==> config.mk <==
export PLATFORM = sky130hd
export DESIGN_NAME = rswc_ctrl
export DESIGN_NICKNAME = d
export VERILOG_FILES = /design/src/sv/rswc_pkg.sv /design/src/sv/rswc_ctrl.sv
export SDC_FILE = /design/constraint.sdc
export NUM_CORES = 1
export LEC_CHECK = 0
export BUFFER_PORTS_ARGS = -buffer_cell sky130_fd_sc_hd__buf_2
export CAP_MARGIN = 30
export CORE_MARGIN = 8
export CORE_UTILIZATION = 45
export DETAILED_ROUTE_END_ITERATION = 12
export PLACE_DENSITY = 0.68
export SLEW_MARGIN = 20
export SYNTH_ARGS = -nofsm -noshare
export SYNTH_HDL_FRONTEND = slang
export SYNTH_SLANG_ARGS = --single-unit
==> constraint.sdc <==
create_clock -name clock -period 2.9 [get_ports clock]
set_clock_uncertainty 0.15 [all_clocks]
set_input_delay 0.145 -clock clock [delete_from_list [all_inputs] [get_ports clock]]
set_output_delay 0.145 -clock clock [all_outputs]
set_load 0.05 [all_outputs]
==> src/sv/rswc_pkg.sv <==
// Shared types, codes and constants of the setter write census.
package rswc_pkg;

   localparam int FILL_W   = 7;
   localparam int CNT_W    = 32;
   localparam int SUM_W    = 40;
   localparam int SNAP_CNT = 14;

   localparam logic [2:0] MODE_CALL    = 3'd0;
   localparam logic [2:0] MODE_KEY_OVF = 3'd1;
   localparam logic [2:0] MODE_INVAL   = 3'd2;
   localparam logic [2:0] MODE_TEX     = 3'd3;
   localparam logic [2:0] MODE_FRAME   = 3'd4;
   localparam logic [2:0] MODE_SNAP    = 3'd5;
   localparam logic [2:0] MODE_READ    = 3'd6;
   localparam logic [2:0] MODE_UNUSED  = 3'd7;

   localparam logic [1:0] OC_APPLIED = 2'd0;
   localparam logic [1:0] OC_FAILED  = 2'd1;

   localparam logic [2:0] CLS_FIRST    = 3'd0;
   localparam logic [2:0] CLS_SAME     = 3'd1;
   localparam logic [2:0] CLS_CHANGED  = 3'd2;
   localparam logic [2:0] CLS_FAILED   = 3'd3;
   localparam logic [2:0] CLS_UNSUP    = 3'd4;
   localparam logic [2:0] CLS_SLOT_OVF = 3'd5;
   localparam logic [2:0] CLS_NOT_CALL = 3'd6;

   localparam logic [1:0] DS_SEEN  = 2'd0;
   localparam logic [1:0] DS_ADDED = 2'd1;
   localparam logic [1:0] DS_FULL  = 2'd2;
   localparam logic [1:0] DS_NONE  = 2'd3;

   localparam logic [3:0] CSEL_CALLS      = 4'd0;
   localparam logic [3:0] CSEL_FCALLS     = 4'd1;
   localparam logic [3:0] CSEL_FCHANGES   = 4'd2;
   localparam logic [3:0] CSEL_FIRSTS     = 4'd3;
   localparam logic [3:0] CSEL_SAMES      = 4'd4;
   localparam logic [3:0] CSEL_CHANGES    = 4'd5;
   localparam logic [3:0] CSEL_FAILS      = 4'd6;
   localparam logic [3:0] CSEL_UNSUP      = 4'd7;
   localparam logic [3:0] CSEL_KOVF       = 4'd8;
   localparam logic [3:0] CSEL_DOVF       = 4'd9;
   localparam logic [3:0] CSEL_FILL       = 4'd10;
   localparam logic [3:0] CSEL_VALID      = 4'd11;
   localparam logic [3:0] CSEL_RUN        = 4'd12;
   localparam logic [3:0] CSEL_MAXRUN     = 4'd13;
   localparam logic [3:0] CSEL_MAXFCALLS  = 4'd14;
   localparam logic [3:0] CSEL_MAXFCHANGE = 4'd15;

   localparam logic [3:0] SNAP_LAST = 4'd13;

   typedef struct packed {
      logic [2:0]  mode;
      logic [15:0] ordinal;
      logic [31:0] key;
      logic [1:0]  outcome;
      logic [3:0]  counter_select;
   } req_type;

   typedef struct packed {
      logic [2:0]       call_class;
      logic [1:0]       distinct_status;
      logic [3:0]       counter_id;
      logic [SUM_W-1:0] counter_value;
      logic             last;
   } rsp_type;

   typedef struct packed {
      logic [CNT_W-1:0]  calls;
      logic [CNT_W-1:0]  fcalls;
      logic [CNT_W-1:0]  fchanges;
      logic [CNT_W-1:0]  firsts;
      logic [CNT_W-1:0]  sames;
      logic [CNT_W-1:0]  changes;
      logic [CNT_W-1:0]  fails;
      logic [CNT_W-1:0]  unsup;
      logic [CNT_W-1:0]  kovf;
      logic [CNT_W-1:0]  dovf;
      logic [CNT_W-1:0]  run;
      logic [CNT_W-1:0]  maxrun;
      logic [CNT_W-1:0]  maxfcalls;
      logic [CNT_W-1:0]  maxfchanges;
      logic [FILL_W-1:0] fill;
      logic              valid;
   } slot_rec_type;

   typedef enum logic [3:0] {
      S_CLEAR, S_IDLE, S_DISPATCH, S_SLOT_WAIT, S_KEY_RD, S_KEY_CMP,
      S_CALL_WR, S_SW_RD, S_SW_WR, S_EMIT
   } ctrl_state_type;

   typedef enum logic [4:0] {
      DP_NOP, DP_LOAD, DP_SLOT_RD, DP_KEY_RD, DP_CALL_WR, DP_KOVF_WR,
      DP_READ_OUT, DP_INV_WR, DP_FRAME_WR, DP_SNAP_CLR, DP_SNAP_ACC,
      DP_CLEAR_WR, DP_FIN_OVF, DP_FIN_INV, DP_FIN_TEX, DP_FIN_FRAME,
      DP_FIN_NONE, DP_EMIT_SNAP
   } dp_op_type;

   typedef struct packed {
      dp_op_type  op;
      logic       sweep;
      logic       hit;
      logic [3:0] snap_idx;
   } dp_cmd_type;

   typedef struct packed {
      logic [2:0]        mode;
      logic              ord_ok;
      logic [FILL_W-1:0] fill;
      logic              key_hit;
   } dp_status_type;

endpackage

==> src/sv/rswc_ctrl.sv <==
// Sequencer of the setter write census: decodes modes and steps sweeps and key scans.
module rswc_ctrl #(
   parameter int SLOTS  = 64,
   parameter int SLOT_W = 6
) (
   input  logic                   clock,
   input  logic                   reset,
   input  logic                   start,
   output logic                   busy,
   input  rswc_pkg::dp_status_type status,
   output rswc_pkg::dp_cmd_type    cmd,
   output logic [SLOT_W-1:0]      idx,
   output logic [rswc_pkg::FILL_W-1:0] kidx
);
   import rswc_pkg::*;

   ctrl_state_type    state_ff, state_in;
   logic [SLOT_W-1:0] idx_ff, idx_in;
   logic [FILL_W-1:0] j_ff, j_in;
   logic [3:0]        k_ff, k_in;
   logic              hit_ff, hit_in;
   logic              idx_last;

   assign idx_last = (idx_ff == SLOT_W'(SLOTS - 1));
   assign busy     = (state_ff != S_IDLE);
   assign idx      = idx_ff;
   assign kidx     = j_ff;

   always_ff @(posedge clock) begin
      if (reset) begin
         state_ff <= S_CLEAR;
         idx_ff   <= '0;
         j_ff     <= '0;
         k_ff     <= '0;
         hit_ff   <= 1'b0;
      end else begin
         state_ff <= state_in;
         idx_ff   <= idx_in;
         j_ff     <= j_in;
         k_ff     <= k_in;
         hit_ff   <= hit_in;
      end
   end

   always_comb begin
      state_in = state_ff;
      idx_in   = idx_ff;
      j_in     = j_ff;
      k_in     = k_ff;
      hit_in   = hit_ff;
      unique case (state_ff)
         S_CLEAR: begin
            idx_in = idx_ff + 1'b1;
            if (idx_last) begin
               state_in = S_IDLE;
               idx_in   = '0;
            end
         end
         S_IDLE: if (start) state_in = S_DISPATCH;
         S_DISPATCH: begin
            unique case (status.mode)
               MODE_CALL, MODE_KEY_OVF, MODE_READ:
                  state_in = status.ord_ok ? S_SLOT_WAIT : S_IDLE;
               MODE_INVAL, MODE_FRAME, MODE_SNAP: begin
                  state_in = S_SW_RD;
                  idx_in   = '0;
               end
               default: state_in = S_IDLE;
            endcase
         end
         S_SLOT_WAIT: begin
            hit_in = 1'b0;
            j_in   = '0;
            priority if (status.mode == MODE_CALL && status.fill != '0) state_in = S_KEY_RD;
            else if (status.mode == MODE_CALL) state_in = S_CALL_WR;
            else state_in = S_IDLE;
         end
         S_KEY_RD: state_in = S_KEY_CMP;
         S_KEY_CMP: begin
            priority if (status.key_hit) begin
               hit_in   = 1'b1;
               state_in = S_CALL_WR;
            end else if (FILL_W'(j_ff + 1'b1) == status.fill) begin
               state_in = S_CALL_WR;
            end else begin
               j_in     = j_ff + 1'b1;
               state_in = S_KEY_RD;
            end
         end
         S_CALL_WR: state_in = S_IDLE;
         S_SW_RD:   state_in = S_SW_WR;
         S_SW_WR: begin
            if (idx_last) begin
               state_in = S_EMIT;
               k_in     = '0;
            end else begin
               idx_in   = idx_ff + 1'b1;
               state_in = S_SW_RD;
            end
         end
         S_EMIT: begin
            if (status.mode != MODE_SNAP || k_ff == SNAP_LAST) state_in = S_IDLE;
            else k_in = k_ff + 1'b1;
         end
         default: state_in = S_IDLE;
      endcase
   end

   always_comb begin
      cmd.op       = DP_NOP;
      cmd.sweep    = 1'b0;
      cmd.hit      = hit_ff;
      cmd.snap_idx = k_ff;
      unique case (state_ff)
         S_CLEAR: begin
            cmd.op    = DP_CLEAR_WR;
            cmd.sweep = 1'b1;
         end
         S_IDLE: if (start) cmd.op = DP_LOAD;
         S_DISPATCH: begin
            unique case (status.mode)
               MODE_CALL, MODE_KEY_OVF: cmd.op = status.ord_ok ? DP_SLOT_RD : DP_FIN_OVF;
               MODE_READ:   cmd.op = status.ord_ok ? DP_SLOT_RD : DP_READ_OUT;
               MODE_SNAP:   cmd.op = DP_SNAP_CLR;
               MODE_TEX:    cmd.op = DP_FIN_TEX;
               MODE_UNUSED: cmd.op = DP_FIN_NONE;
               default:     cmd.op = DP_NOP;
            endcase
         end
         S_SLOT_WAIT: begin
            if (status.mode == MODE_KEY_OVF) cmd.op = DP_KOVF_WR;
            else if (status.mode == MODE_READ) cmd.op = DP_READ_OUT;
         end
         S_KEY_RD:  cmd.op = DP_KEY_RD;
         S_CALL_WR: cmd.op = DP_CALL_WR;
         S_SW_RD: begin
            cmd.op    = DP_SLOT_RD;
            cmd.sweep = 1'b1;
         end
         S_SW_WR: begin
            cmd.sweep = 1'b1;
            if (status.mode == MODE_INVAL) cmd.op = DP_INV_WR;
            else if (status.mode == MODE_FRAME) cmd.op = DP_FRAME_WR;
            else cmd.op = DP_SNAP_ACC;
         end
         S_EMIT: begin
            if (status.mode == MODE_SNAP) cmd.op = DP_EMIT_SNAP;
            else if (status.mode == MODE_INVAL) cmd.op = DP_FIN_INV;
            else cmd.op = DP_FIN_FRAME;
         end
         default: cmd.op = DP_NOP;
      endcase
   end

   a_scan_in_fill: assert property (@(posedge clock) disable iff (reset)
      (state_ff == S_KEY_CMP) |-> (j_ff < status.fill))
      else $error("key scan ran past the fill count");

   a_accept_dispatch: assert property (@(posedge clock) disable iff (reset)
      (state_ff == S_IDLE && start) |=> (state_ff == S_DISPATCH))
      else $error("accepted transaction not dispatched");

   a_emit_bound: assert property (@(posedge clock) disable iff (reset)
      (state_ff == S_EMIT) |-> (k_ff <= SNAP_LAST))
      else $error("snapshot index out of range");

endmodule

==> impl_summary.log, run 1 <==
[metrics] number of violations reported at the end of detailed-routing iteration 0: 139
[metrics] H-tree depth: 1
[metrics] endpoint kind of the worst setup timing path: register
[metrics] power per unit of standard cell area: 281 nW/um^2
[metrics] total track usage: 0.152
[metrics] Cell Area, Synth: 1770 sq um
[metrics] type of element launching the critical path: register
[metrics] maximum operating frequency: 406 MHz
[metrics] Setup Crit Path Kind: reg -> reg
[metrics] number of maximum-capacitance violations: 0
[metrics] arithmetic-cell share of the synthesized area counting full adders, half adders and majority gates: 0.0283
[metrics] Req. time, crit path: 2890 ps
[metrics] Period Utilization, post-route: 0.850
[metrics] maximum fanout encountered on the critical timing path: 7
[metrics] total negative slack for setup checks: 0 ps
[metrics] number of buffers added for setup after CTS: 0
[metrics] number of antenna violations at the first check in global routing: 0
[metrics] Synth warnings: 0
[metrics] vertical die dimension: 78.7 um
[metrics] effective utilization at floorplan: 0.475
[metrics] number of slew-limit violations in the final report: 0
[metrics] sequential area share after synthesis: 0.249
[metrics] RSZ-0062 raised after global routing: no
[metrics] fraction of final layout cells sized beyond drive strength 1: 0.224
[metrics] post-cts repair resize count: 0
[metrics] main combinational cell family by area after synthesis: simple AND/OR/NAND/NOR gates
[metrics] Static Leak: 0.844 nW
[metrics] area fraction in compound gates after synthesis: 0.244
[metrics] crit path time final: 2460 ps
[metrics] CTS Sinks: 22
[metrics] relative area change from synthesis to final layout: 15.7%
[metrics] area share of and/or/nand/nor cells after synthesis: 0.356
[metrics] clock network latency to the later pin of the worst-skew pair: 260 ps
[metrics] number of enable flip-flop cells after synthesis: 0
[metrics] largest net degree at the start of global routing: 17
[metrics] largest area contributor in the synthesized netlist: sky130_fd_sc_hd__dfxtp_1
[metrics] final-layout worst hold slack: 51.4 ps
[metrics] area inside the core boundary: 3720 sq um
[metrics] Most used DFF post-synth: sky130_fd_sc_hd__dfxtp_1
[metrics] Worst-path clk slew: 70 ps
[metrics] routed wire length per instance: 14.5 um
[metrics] result of the run: finished clean
[metrics] share of synthesized flip-flops with an asynchronous set or reset: 0
[metrics] vias after detailed routing: 1894
[metrics] number of hold violations in the final report: 0
[metrics] Total Routed Length: 4.76 mm
[metrics] number of filler instances in the final layout: 402
[metrics] post-DR vias/cell: 5.76
[metrics] Bufs on Longest Clock Path: 2
[metrics] GRT overflow: 0
[metrics] DPL Wire Length: 3.66 mm
[metrics] via count of the first global-routing pass: 1801
[metrics] area enclosed by the die boundary: 6190 sq um
[metrics] number of nets produced by synthesis: 265
[metrics] mux share of post-synthesis cell area: 0
[metrics] worst hold path class: in -> reg
[metrics] biggest area contributors in the synthesized netlist: sky130_fd_sc_hd__dfxtp_1 (25%), sky130_fd_sc_hd__a21oi_1 (7.6%), sky130_fd_sc_hd__xnor2_1 (5.5%)
[metrics] remaining routing DRC violations: 0
[metrics] number of I/O port buffers: 39
[metrics] synthesized area per cell: 7.18 sq um
[metrics] wire length of the first global-routing pass: 8.07 mm
[metrics] Unique masters post-synth: 49
[metrics] number of endpoints failing setup at the final stage: 0
[metrics] WP data arrival: 2460 ps
[metrics] slew at the pin with the worst max-slew slack: 606 ps
[metrics] cell with the most instances after synthesis: sky130_fd_sc_hd__a21oi_1
[metrics] Antenna Violating Nets Remaining: 0
[metrics] fraction of synthesized cell area in xor and xnor cells: 0.0694
[metrics] most frequent cells after synthesis: sky130_fd_sc_hd__a21oi_1 (27), sky130_fd_sc_hd__nor2_1 (25), sky130_fd_sc_hd__dfxtp_1 (22)
[metrics] number of search-and-repair iterations in the first detailed-routing pass: 4
[metrics] Inserted Clock Buffers: 3
[metrics] fin nets: 302
[metrics] synthesis-stage register bit count: 22
[metrics] final weighted congestion in routability-driven placement: 0.825
[metrics] Post-Syn Instances: 246
[metrics] row cnt: 22
[metrics] root buf cell: sky130_fd_sc_hd__clkbuf_8
[metrics] Antenna Diode Count: 0
[metrics] hold buffers post-CTS: 0
[metrics] Max rail drop VDD: 0.253 mV
[metrics] die outline width: 78.7 um
[metrics] area share of the largest cell type after synthesis: 0.249
[metrics] relative slew slack: 0.592
[metrics] clock tree from TritonCTS: built
[metrics] I/O pin count: 40
-- cells in the final DEF (no fill, tap or decap), drive strengths merged, types with 2 or more instances in the layout --
| cell type | count |
|---|---|
| a21o | 4 |
| a21oi | 27 |
| a22oi | 3 |
| a31oi | 5 |
| a41oi | 2 |
| and2 | 4 |
| and3 | 7 |
| buf | 46 |
| clkbuf | 3 |
| dfxtp | 22 |
| ha | 4 |
| inv | 6 |
| nand2 | 21 |
| nand2b | 6 |
| nand3 | 15 |
| nand3b | 3 |
| nand4 | 4 |
| nor2 | 25 |
| nor2b | 8 |
| nor3 | 10 |
| nor4 | 3 |
| o211ai | 3 |
| o21ai | 10 |
| o21bai | 2 |
| o221ai | 2 |
| o22ai | 2 |
| o41ai | 3 |
| or2 | 2 |
| or3 | 3 |
| or3b | 3 |
| xnor2 | 11 |
| xor2 | 3 |
-- final timing paths --
check            start       to  slack, ps  cells past startpoint
max            kidx[0]  kidx[1]        440                      7
min          status[0]   hit_ff         50                      3
max reg2reg    kidx[0]  kidx[1]        440                      7
min reg2reg    k_ff[3]  k_ff[3]        350                      2
-- sequential cells by signal, summed over array words and instances (netlist names) --
name / count
hit_ff: 1
state_ff: 4
idx: 6
kidx: 7
k_ff: 4
-- routing by layer --
metal,GRT usage,routed length [um],part of all wire
met4,0.0463,61,0.013
met1,0.199,2250,0.47
met5,0,0,0
met2,0.245,2150,0.45
met3,0.0308,301,0.063
-- report_power, final --
part | internal [mW] | total [mW] | switching, mW
clock network | 0.0925 | 0.184 | 0.0917
logic | 0.0282 | 0.0792 | 0.0510
registers | 0.306 | 0.311 | 0.00513
total | 0.426 | 0.574 | 0.148
-- layout make-up --
cell class | count | area, sq um | area share
clock buffer | 3 | 41.3 | 0.0202
tap | 48 | 60.1 | 0.0294
sequential | 22 | 440 | 0.215
inverter | 6 | 22.5 | 0.0110
multi-input combinational | 204 | 1230 | 0.603
timing repair buffer | 46 | 248 | 0.121
-- kinds of logic (layout without fill, tap and decap cells) --
| family | Yosys count | in the layout |
|---|---|---|
| and+or+nand+nor | 118 | 118 |
| adders and majority gates | 4 | 4 |
| xor gates and xnor gates | 14 | 14 |
| buffers and inverters | 20 | 55 |
| DFF | 22 | 22 |
| AOI/OAI and AO/OA | 68 | 68 |
-- critical path: stages, from the launching register on --
cell and delay (ps):
sky130_fd_sc_hd__dfxtp_1 440, sky130_fd_sc_hd__ha_1 300, sky130_fd_sc_hd__nand3_2 140, sky130_fd_sc_hd__a311oi_1 290, sky130_fd_sc_hd__nand4_1 170, sky130_fd_sc_hd__nor4_1 590, sky130_fd_sc_hd__nand3b_1 200, sky130_fd_sc_hd__a21oi_1 60
-- metrics by stage --
stage / std cells / worst slack (ps) / cell area (sq um) / power [mW] / util
floorplan: 246 / 18.4 / 1770 / 0.370 / -
global placement: 326 / 563 / 2000 / 0.397 / 0.539
detailed placement: 326 / 479 / 2000 / 0.397 / 0.539
CTS: 329 / 462 / 2040 / 0.579 / 0.550
global route: 329 / 270 / 2040 / 0.603 / 0.550
finish: 329 / 435 / 2040 / 0.574 / 0.550
Note: power is estimated with default switching activity, not from simulation.
==> run 2, diff against run 1 <==
clock period = 2.5 ns   (was 2.9 ns; I/O delays follow)
==> run 2 against run 1 <==
Net effect:
- global-route usage is 0.34 points higher
- clock power is 40% higher
- via count is 1.0% higher
- maximum frequency is 4.1% higher
- highest routed layer unchanged
==> impl_summary.log, run 2 (same netlist as run 1, synthesis figures left out) <==
[metrics] worst r2r path cells: 8
[metrics] relative contribution of combinational cells to total power: 0.130
[metrics] number of I/O port buffers: 39
[metrics] fraction of final layout cells sized beyond drive strength 1: 0.255
[metrics] worst-case setup margin in the final layout: 133 ps
[metrics] largest net degree at the start of global routing: 17
[metrics] number of endpoints failing setup at the final stage: 0
[metrics] Antenna Violating Nets Remaining: 0
[metrics] Req. time, crit path: 2480 ps
[metrics] root buf cell: sky130_fd_sc_hd__clkbuf_8
[metrics] flip-flop count of the largest register, all copies and words added: 7
[metrics] final weighted congestion in routability-driven placement: 0.834
[metrics] maximum fanout encountered on the critical timing path: 10
[metrics] total negative slack for setup checks: 0 ps
[metrics] effective utilization at floorplan: 0.475
[metrics] GRT met1 Usage: 0.212
[metrics] GRT met2 Usage: 0.254
[metrics] number of instances on the worst hold path: 3
[metrics] fin nets: 306
[metrics] maximum operating frequency: 423 MHz
[metrics] placement-stage worst setup slack: 119 ps
[metrics] WP data arrival: 2350 ps
[metrics] Worst-path clk slew: 90 ps
[metrics] remaining routing DRC violations: 0
[metrics] hold buffers post-CTS: 0
[metrics] Antenna Diode Count: 0
[metrics] placed cell areas: 2040 sq um
[metrics] row cnt: 22
[metrics] wire length of the first global-routing pass: 8.27 mm
[metrics] Inserted Clock Buffers: 3
[metrics] post-route non-filler standard cell count: 334
[metrics] slew at the pin with the worst max-slew slack: 575 ps
[metrics] sequential share of power: 0.508
[metrics] result of the run: finished clean
[metrics] cell area after layout: 2100 sq um
[metrics] clock tree from TritonCTS: built
[metrics] area enclosed by the die boundary: 6190 sq um
[metrics] H-tree depth: 1
[metrics] number of violations reported at the end of detailed-routing iteration 0: 154
[metrics] total track usage: 0.156
[metrics] vertical die dimension: 78.7 um
[metrics] die outline width: 78.7 um
[metrics] Max rail drop VDD: 0.277 mV
[metrics] power per unit of standard cell area: 336 nW/um^2
[metrics] routed wire length per instance: 14.4 um
[metrics] worst hold path class: in -> reg
[metrics] number of hold violations in the final report: 0
[metrics] Static Leak: 0.870 nW
[metrics] Total Routed Length: 4.82 mm
[metrics] number of antenna violations at the first check in global routing: 0
[metrics] most common library cell in the layout ignoring fill and taps: sky130_fd_sc_hd__buf_2
[metrics] relative slew slack: 0.617
[metrics] Period Utilization, post-route: 0.947
[metrics] commonest cells after routing, fill and taps aside: sky130_fd_sc_hd__buf_2 (39), sky130_fd_sc_hd__a21oi_1 (27), sky130_fd_sc_hd__nor2_1 (25)
[metrics] Bufs on Longest Clock Path: 2
[metrics] global routing's busiest layer: met2
[metrics] relative area change from synthesis to final layout: 19.1%
[metrics] final-layout worst hold slack: 0.767 ps
[metrics] vias after detailed routing: 1913
[metrics] power consumption: 0.708 mW
[metrics] area inside the core boundary: 3720 sq um
[metrics] Setup Crit Path Kind: reg -> reg
[metrics] crit path time final: 2370 ps
[metrics] via count of the first global-routing pass: 1807
[metrics] switching part of the total: 0.257
[metrics] type of element launching the critical path: register
[metrics] Post-Place Cells: 330
[metrics] number of search-and-repair iterations in the first detailed-routing pass: 4
[metrics] final core area utilization: 0.566
[metrics] DPL Wire Length: 3.71 mm
[metrics] net switching power: 0.182 mW
[metrics] routing usage on met3: 0.0262
[metrics] endpoint kind of the worst setup timing path: register
[metrics] number of slew-limit violations in the final report: 0
[metrics] number of maximum-capacitance violations: 0
[metrics] post-DR vias/cell: 5.73
[metrics] I/O pin count: 40
[metrics] total internal power: 0.526 mW
[metrics] clock network latency to the later pin of the worst-skew pair: 260 ps
[metrics] CTS Sinks: 22
[metrics] GRT overflow: 0
[metrics] relative contribution of the clock network to total power: 0.362
[run 2: cell type report]
type / instances / area, sq um
Inverter: 6 / 22.5
Fill cell: 382 / 1610
Multi-Input combinational cell: 204 / 1240
Tap cell: 48 / 60.1
Sequential cell: 22 / 447
Timing Repair Buffer: 50 / 278
Clock buffer: 4 / 55.1
[run 2: worst paths after layout]
path	slack, ps	start	end
worst max-delay path	130	kidx[0]	kidx[5]
worst min-delay path	0.8	status[0]	hit_ff
worst max register to register	130	kidx[0]	kidx[5]
worst min register to register	360	kidx[1]	kidx[1]
[run 2: power by group through the flow]
stage	Clock, mW	Combinational, mW	Sequential [mW]
5_1_grt	0.275	0.102	0.360
4_1_cts	0.263	0.0919	0.360
3_3_place_gp	0	0.0911	0.368
6_report	0.257	0.0919	0.359
2_1_floorplan	0	0.0463	0.382
3_5_place_dp	0	0.0914	0.368
[run 2: critical path, stage by stage, from the launching register on]
cell	delay, ps
sky130_fd_sc_hd__dfxtp_4	380
sky130_fd_sc_hd__ha_2	290
sky130_fd_sc_hd__xor2_1	170
sky130_fd_sc_hd__a311oi_1	250
sky130_fd_sc_hd__nand4_1	170
sky130_fd_sc_hd__o41ai_2	410
sky130_fd_sc_hd__buf_4	230
sky130_fd_sc_hd__or3b_2	130
sky130_fd_sc_hd__a31oi_1	70
[run 2: layer usage]
metal / vias up / routed length, um
met2: 46 / 2250
met5: - / 0
met4: 0 / 17
li1: 973 / -
met3: 2 / 202
met1: 892 / 2350
[run 2: repair_timing]
item	in CTS	in global routing
resized for setup	0	3
setup endpoints to repair	0	8
setup buffers	0	0
==> run 3, diff against run 2 <==
ABC_AREA = 1   (was not set)
==> run 3 against run 2 <==
Net effect:
- combinational power down 7.5%
- register-to-register slack better by 400 ps
- critical path depth down 1
- sequential share of layout area down 0.27 points
- highest routed layer unchanged
==> impl_summary.log, run 3 <==
[metrics] number of maximum-capacitance violations: 0
[metrics] Inserted Clock Buffers: 3
[metrics] Setup Crit Path Kind: reg -> out
[metrics] register-to-register setup slack: 530 ps
[metrics] GRT overflow: 0
[metrics] area share of the largest cell type after synthesis: 0.246
[metrics] slowest cell delay on critical path: 470 ps
[metrics] total negative slack for setup checks: 0 ps
[metrics] via count of the first global-routing pass: 1778
[metrics] source of the worst register-to-register timing path: kidx[0]
[metrics] worst r2r path cells: 12
[metrics] cell with the most instances after synthesis: sky130_fd_sc_hd__nand2_1
[metrics] Req. time, crit path: 2230 ps
[metrics] total track usage: 0.144
[metrics] vertical die dimension: 79.1 um
[metrics] type of element launching the critical path: register
[metrics] largest net degree at the start of global routing: 16
[metrics] startpoint of the worst setup timing path: state_ff[0]
[metrics] most frequent cells after synthesis: sky130_fd_sc_hd__nand2_1 (58), sky130_fd_sc_hd__inv_1 (36), sky130_fd_sc_hd__nor2_1 (33)
[metrics] clock tree from TritonCTS: built
[metrics] number of I/O port buffers: 39
[metrics] Synth warnings: 0
[metrics] relative area change from synthesis to final layout: 17.4%
[metrics] share of synthesized flip-flops with an asynchronous set or reset: 0
[metrics] CTS Sinks: 22
[metrics] result of the run: finished clean
[metrics] wire length of the first global-routing pass: 7.63 mm
[metrics] post-cts repair resize count: 0
[metrics] capturing element of the worst setup path: cmd[9]
[metrics] placement-stage worst setup slack: 536 ps
[metrics] number of hold violations in the final report: 0
[metrics] effective utilization at floorplan: 0.457
[metrics] biggest area contributors in the synthesized netlist: sky130_fd_sc_hd__dfxtp_1 (25%), sky130_fd_sc_hd__nand2_1 (12%), sky130_fd_sc_hd__inv_1 (7.5%)
[metrics] Antenna Violating Nets Remaining: 0
[metrics] number of nets produced by synthesis: 300
[metrics] largest area contributor in the synthesized netlist: sky130_fd_sc_hd__dfxtp_1
[metrics] WP data arrival: 1850 ps
[metrics] cell type of the slowest stage on the worst timing path: sky130_fd_sc_hd__dfxtp_1
[metrics] maximum fanout encountered on the critical timing path: 6
[metrics] Unique masters post-synth: 41
[metrics] slew at the pin with the worst max-slew slack: 432 ps
[metrics] number of enable flip-flop cells after synthesis: 0
[metrics] Static Leak: 0.996 nW
[metrics] RSZ-0062 raised after global routing: no
[metrics] Period Utilization, post-route: 0.850
[metrics] endpoint kind of the worst setup timing path: output port
[metrics] row cnt: 23
[metrics] commonest cells after routing, fill and taps aside: sky130_fd_sc_hd__nand2_1 (58), sky130_fd_sc_hd__buf_2 (39), sky130_fd_sc_hd__inv_1 (36)
[metrics] fraction of final layout cells sized beyond drive strength 1: 0.261
[metrics] H-tree depth: 1
[metrics] final weighted congestion in routability-driven placement: 0.880
[metrics] most common library cell in the layout ignoring fill and taps: sky130_fd_sc_hd__nand2_1
[metrics] crit path time final: 2130 ps
[metrics] library cell appearing most often on the critical path: sky130_fd_sc_hd__nor2_1
[metrics] sequential area share after synthesis: 0.246
[metrics] I/O pin count: 40
[metrics] vias after detailed routing: 1899
[metrics] Antenna Diode Count: 0
[metrics] relative slew slack: 0.711
[metrics] die outline width: 79.1 um
[metrics] area enclosed by the die boundary: 6250 sq um
[metrics] Total Routed Length: 4.45 mm
[metrics] Max rail drop VDD: 0.251 mV
[metrics] Cell Area, Synth: 1790 sq um
[metrics] routed wire length per instance: 12.0 um
[metrics] clock network latency to the later pin of the worst-skew pair: 270 ps
[metrics] power per unit of standard cell area: 372 nW/um^2
[metrics] area inside the core boundary: 3910 sq um
[metrics] worst hold path class: in -> reg
[metrics] flip-flop count of the largest register, all copies and words added: 7
[metrics] power consumption: 0.782 mW
[metrics] Post-Syn Instances: 281
[metrics] Bufs on Longest Clock Path: 2
[metrics] final core area utilization: 0.537
[metrics] synthesized area per cell: 6.37 sq um
[metrics] root buf cell: sky130_fd_sc_hd__clkbuf_8
[metrics] number of antenna violations at the first check in global routing: 0
[metrics] post-DR vias/cell: 5.10
[metrics] remaining routing DRC violations: 0
[metrics] synthesis-stage register bit count: 22
[metrics] Worst-path clk slew: 80 ps
[metrics] fin nets: 342
[metrics] DPL Wire Length: 3.60 mm
[metrics] number of slew-limit violations in the final report: 0
[metrics] maximum operating frequency: 471 MHz
[metrics] worst-case setup margin in the final layout: 375 ps
[metrics] number of violations reported at the end of detailed-routing iteration 0: 108
[metrics] Most used DFF post-synth: sky130_fd_sc_hd__dfxtp_1
[metrics] FF-to-FF End: kidx[5]
[metrics] number of endpoints failing setup at the final stage: 0
[metrics] critical path cell sequence: nand2_1 -> nor3_2 -> inv_1 -> nor2_1 -> nor2_1 -> o211ai_1 -> buf_2
[metrics] number of search-and-repair iterations in the first detailed-routing pass: 4
==> run 3: cell count changes after synthesis, moves of 9 or more <==
cell / previous run / this run
sky130_fd_sc_hd__clkbuf_1: 9 / 0
sky130_fd_sc_hd__nand2_1: 21 / 58
sky130_fd_sc_hd__nand2_2: 0 / 11
sky130_fd_sc_hd__nand3_1: 13 / 23
sky130_fd_sc_hd__inv_1: 6 / 36
sky130_fd_sc_hd__xnor2_1: 11 / 0
==> run 3: final cells by class <==
class,instances,area (sq um)
multi-input cells,209,1140
clock buffers,3,41.3
fillers,415,1810
clock inverters,1,30.0
inverters,46,178
flip-flops and latches,22,440
repair buffers,41,213
well taps,50,62.6
==> run 3: through the flow <==
stage               area, sq um  hold slack (ps)  std cells
global route               2100             26.4        372
floorplan                  1790             44.1        281
CTS                        2100            0.398        372
finish                     2100             3.98        372
detailed placement         2020              246        367
global placement           2020              247        367
==> run 3: cells by family after synthesis <==
kind of cell,synth area share
compound gates,0.160
xor+xnor,0.00489
fa+ha+maj,0.0280
buf+inv,0.119
flops,0.246
simple gates,0.442
==> run 3: routing by layer <==
metal,part of all wire,up-vias,track usage
met4,0.018,0,0.0519
met1,0.46,830,0.181
met3,0.050,9,0.0214
li1,-,1012,-
met5,0,-,0
met2,0.47,48,0.243
==> run 3: repair_timing <==
item | CTS | global route
setup buffers | 0 | 0
hold buffers | 1 | 0
endpoints found under the hold margin | 6 | 0
==> run 3: critical path: cells and delay by family (launching register included) <==
family                 cells  cell delay [ps]
and+or+nand+nor            4              630
DFF                        1              470
buffers and inverters      2              400
AOI/OAI and AO/OA          1               80
==> run 3: worst min path at each step <==
stage,start,cells past startpoint,endpoint
2_1_floorplan,reset,1,hit_ff
3_3_place_gp,reset,2,hit_ff
6_report,status[0],3,hit_ff
4_1_cts,status[0],3,hit_ff
5_1_grt,status[0],3,hit_ff
3_5_place_dp,reset,2,state_ff[1]
==> run 3: power by group <==
part / internal [mW] / total, mW / switching [mW] / leakage [nW]
clock network: 0.214 / 0.339 / 0.125 / 0.0357
logic: 0.0275 / 0.0850 / 0.0574 / 0.783
registers: 0.354 / 0.358 / 0.00352 / 0.178
total: 0.596 / 0.782 / 0.186 / 0.996
